`src/rtl/core/atrc_ram.sv`:
```
module atrc_ram #(
   parameter int WIDTH = 8,
   parameter int DEPTH = 16,
   localparam int AW   = (DEPTH > 1) ? $clog2(DEPTH) : 1
) (
   input  logic             clock,
   input  logic             wr_en,
   input  logic [AW-1:0]    wr_addr,
   input  logic [WIDTH-1:0] wr_data,
   input  logic             rd_en,
   input  logic [AW-1:0]    rd_addr,
   output logic [WIDTH-1:0] rd_data
);

   logic [WIDTH-1:0] mem [DEPTH];
   logic [WIDTH-1:0] rd_data_ff;

   always_ff @(posedge clock) begin
      if (wr_en) begin
         mem[wr_addr] <= wr_data;
      end
      if (rd_en) begin
         rd_data_ff <= mem[rd_addr];
      end
   end

   assign rd_data = rd_data_ff;

endmodule

```
`config.mk`:
```
export PLATFORM = sky130hd
export DESIGN_NAME = atrc_ram
export DESIGN_NICKNAME = d
export VERILOG_FILES = /design/src/rtl/core/atrc_ram.sv
export SDC_FILE = /design/constraint.sdc
export NUM_CORES = 1
export LEC_CHECK = 0
export BUFFER_PORTS_ARGS = -buffer_cell sky130_fd_sc_hd__buf_2
export CELL_PAD_IN_SITES_DETAIL_PLACEMENT = 1
export CELL_PAD_IN_SITES_GLOBAL_PLACEMENT = 1
export CORE_ASPECT_RATIO = 0.9
export CORE_UTILIZATION = 50
export CTS_CLUSTER_SIZE = 30
export DETAILED_ROUTE_END_ITERATION = 8
export PLACE_DENSITY = 0.72
export SYNTH_ARGS = -nofsm -noshare
export SYNTH_HDL_FRONTEND = slang
export SYNTH_SLANG_ARGS = --single-unit
```
`constraint.sdc`:
```
create_clock -name clock -period 4.9 [get_ports clock]
set_input_delay 0.49 -clock clock [delete_from_list [all_inputs] [get_ports clock]]
set_output_delay 0.49 -clock clock [all_outputs]
set_load 0.1 [all_outputs]
```
# Word-level counts from Yosys, hierarchy flattened
# Memory sizes are Yosys's and may differ from the RTL's. A register that Yosys moved wholly into a read port is not among the register bits.
# Cells that the tools add are included.
totals:
  rom_bits: 0
  ff_bits: 0
  output_inout_bits: 8
  ram_bits: 128
  mem_count: 1
  latchBits: 0
  word_cells: 3
  inputBits: 19
op_classes:
  order_cmp: 0
  eq_ne: 0
  div: 0
  n_bitwise: 0
  n_shift: 0
  muxes: 2
  n_reduce_logical: 0
  addsub: 0
  mul: 0
memory_table:
  columns: ["name", "depth", "width", "rd", "rd_clocked_by_memory_dff", "write_ports", "line", "text"]
  rows:
  - ["mem", 16, 8, 1, 1, 1, "15", "logic [WIDTH-1:0] mem [DEPTH];"]
op_table:
  columns: ["cell", "n"]
  rows:
  - ["2-to-1 mux 1 bit", 2]

# Logic depth before layout (Yosys ltp)
logic_depth:
  ltp_word: 2
  depth_mapped: 5
  mapped_depth_nobuf: 3

# Worst setup path after synthesis
# No wires, ideal clock.
synth_timing:
  path_kind: "in2reg"
  startpoint: "input port wr_addr[2]"
  endpoint: "memory mem[0][0] (enable)"
  arrival_ns: 1.600
  path_stages: 2
  required_ns: 4.517
  n_path_buf: 0
  setup_slack_ns: 2.917
  setup_ns: 0.383
  cell_sequence: "or3b_2 -> nor3_1"
synth_lines:
  columns: ["item", "line", "text"]
  rows:
  - ["start, declared", "8", "input logic [AW-1:0] wr_addr,"]
  - ["end, declared", "15", null]
# No word-level cell before the write port.

==> metrics.yaml <==
status: "complete, no violations"
start_util_pct: 51.2
netlist_instances: 229
worst_pin_slew_ns: 1.08
io_pins: 27
cts_htree_levels: 4
hold_depth: 1
rsz0062_at_grt: "false"
critPathRequiredTime_ns: 5.05
antenna_found_initial: 0
post-route-period-util_pct: 45.8
syn_nets: 248
vias: 2430
swShare_pct: 20.8
p_seq_share_pct: 47.4
grt_overflow_total: 0
routed_wl_um: 10900
slew_headroom_pct: 28.2
hpwl_um: 6500
cts_buffers: 17
synth.distinct_cells: 18
die_h_um: 99
multi_input_area_um2: 1060
drv_slew: 0
grt_max_degree: 33
grt_pass1_vias: 2598
drc_errors: 0
gp_congestion: 0.710
grt.total_usage_pct: 22.5
vias_per_cell: 5.94
cell_internal_pwr_uw: 2200
cpMaxStageDelayCell: "buf_2"
num_rows: 35
drt_pass1_iterations: 4
regToRegSetupSlack_ns: 3.35
clockBufferDepth: 2
nNetsFinal: 286
worst_skew_pair.late_latency_ns: 0.40
cts_tree: "yes"
hp-class: "input pin to flip-flop"
syn_area_um2: 5230
tns_ns: 0
final-hold-violation-count: 0
period_needed_ns: 2.24
p_leak_uw: 0.00202
fin_util_pct: 59.5
p_switching_uw: 578
yosys_register_bits: 136
crit_cells: 4
holdCritStartpoint: "rd_en"
p_clk_share_pct: 47.0
ant_nets: 0
critPathKind: "input pin to flip-flop"
insertedDiodeCount: 0
wl_per_cell_um: 26.7
path_cells: "buf_2 > mux4_1 > a22oi_1 > nand2_1"
nFillCells: 862
final_layout_size_suffix_gt1_share_pct: 27.9
cap_violations: 0
syn_area_per_cell_um2: 22.8
worstPathArrival_ns: 2.39
yosys_warnings: 0
cpPeakStageDelay_ns: 0.80
setup_viol: 0
clk_pin_slew_ns: 0.06
syn_to_final_growth_pct: 16.2
hold_end: "rd_data[0]"
yosysSeqAreaShare_pct: 78.1
seq_area_um2: 4080
critPathMaxFanout: 32
p_per_area_nw_per_um2: 458
finClkSkew_ns: 0.00730
cp-start-kind: "input pin"
ctsHoldBuffers: 0
r2r_cells: 3
r2r_start: "mem[2][3]"
cts_resized: 0
dieArea_um2: 10900
r2r-end: "rd_data[3]"
combPwrFrac_pct: 5.6
cts_setup_buffers: 0
crit_family: "buffers and inverters"
end_kind: "flip-flop"
grt_pass1_wl_um: 16200
die_w_um: 110
clock.fmax_ghz: 0.446
core_um2: 10200
worst-path-buf-inv: 1
root_buffer: "clkbuf_16"
io_buffer_count: 26
peakVddDrop_mv: 0.278
cts_sinks: 136
drtIter0Drc: 129
==> Yosys cell counts <==
cell type	n	share of area (%)
buf_2	3	0.29
nand2_1	9	0.65
mux4_2	18	7.8
nor2b_1	1	0.12
nand3_1	1	0.096
a22oi_1	16	2.3
and2b_1	1	0.14
nand3b_1	2	0.29
clkdlybuf4s25_2	3	0.57
or3b_2	1	0.17
buf_4	1	0.14
edfxtp_1	136	78
nor2_1	13	0.93
nor3_1	4	0.38
mux4_1	14	7.0
buf_6	3	0.65
and2_1	1	0.12
nand2b_1	2	0.24
==> logic make-up (layout without fill, tap and decap cells) <==
logic type             count (synthesis)  count (layout)  synth area share [%]
buffers and inverters                 10              61                  1.65
AND/OR/NAND/NOR                       35              35                  3.14
multiplexers                          32              32                  14.8
AO/OA/AOI/OAI                         16              16                  2.30
flip-flops                           136             136                  78.1
==> area by class of cell <==
class,instances,share of cell area [%]
well taps,129,2.66
flip-flops and latches,136,67.3
clock inverters,13,2.95
repair buffers,29,2.51
multi-input cells,83,17.5
clock buffers,19,7.13
==> worst max-delay path by stage <==
stage	startpoint	endpoint	slack [ns]
6_report	rd_addr[0]	rd_data[5]	2.66
4_1_cts	rd_addr[0]	rd_data[5]	2.59
2_1_floorplan	wr_addr[2]	mem[0][0]	2.92
3_3_place_gp	rd_addr[0]	rd_data[3]	2.28
3_5_place_dp	rd_addr[0]	rd_data[5]	2.20
5_1_grt	rd_addr[0]	rd_data[3]	2.51
==> sequential cells by signal, summed over array words and instances, names as in the netlist <==
name     cells
mem        128
rd_data      8
==> through the flow <==
stage | instance area (um2) | hold WS (ns) | total power, uW | std cells | setup slack [ns]
after floorplan | 5230 | 0.589 | 1450 | 229 | 2.92
after global placement | 5460 | 0.731 | 1490 | 377 | 2.28
after detailed placement | 5460 | 0.742 | 1500 | 377 | 2.20
after CTS | 6070 | 0.455 | 2800 | 409 | 2.59
after global routing | 6070 | 0.459 | 2850 | 409 | 2.51
final | 6070 | 0.467 | 2780 | 409 | 2.66
==> layer usage <==
metal	vias to the layer above	GRT usage (%)	wire [um]	part of all wire, %
li1	1057	-	-	-
met4	0	9.95	168	1.5
met1	1276	31.6	4730	43
met5	-	0	0	0
met3	13	5.09	583	5.3
met2	84	34.1	5460	50
==> cells in the final DEF (no fill, tap or decap) <==
master	Yosys	layout
buf_4	1	3
clkinvlp_4	0	3
clkinv_2	0	3
and2_1	1	1
mux4_1	14	14
and2b_1	1	1
mux4_2	18	18
bufinv_16	0	4
buf_2	3	26
clkbuf_1	0	2
clkbuf_16	0	17
clkinv_1	0	1
nor2b_1	1	1
nand2_1	9	9
a22oi_1	16	16
nand3_1	1	1
clkinv_4	0	2
nor2_1	13	13
nor3_1	4	3
nand3b_1	2	2
or3b_2	1	1
edfxtp_1	136	136
nand2b_1	2	2
nor3_2	0	1
==> power groups by stage <==
stage | clock (uW) | combinational (uW) | sequential [uW]
after floorplan | 0 | 66.1 | 1380
after global placement | 0 | 151 | 1340
after detailed placement | 0 | 156 | 1340
after CTS | 1330 | 157 | 1320
after global routing | 1360 | 164 | 1320
final | 1310 | 155 | 1320
Note: power is estimated with default switching activity, not from simulation.
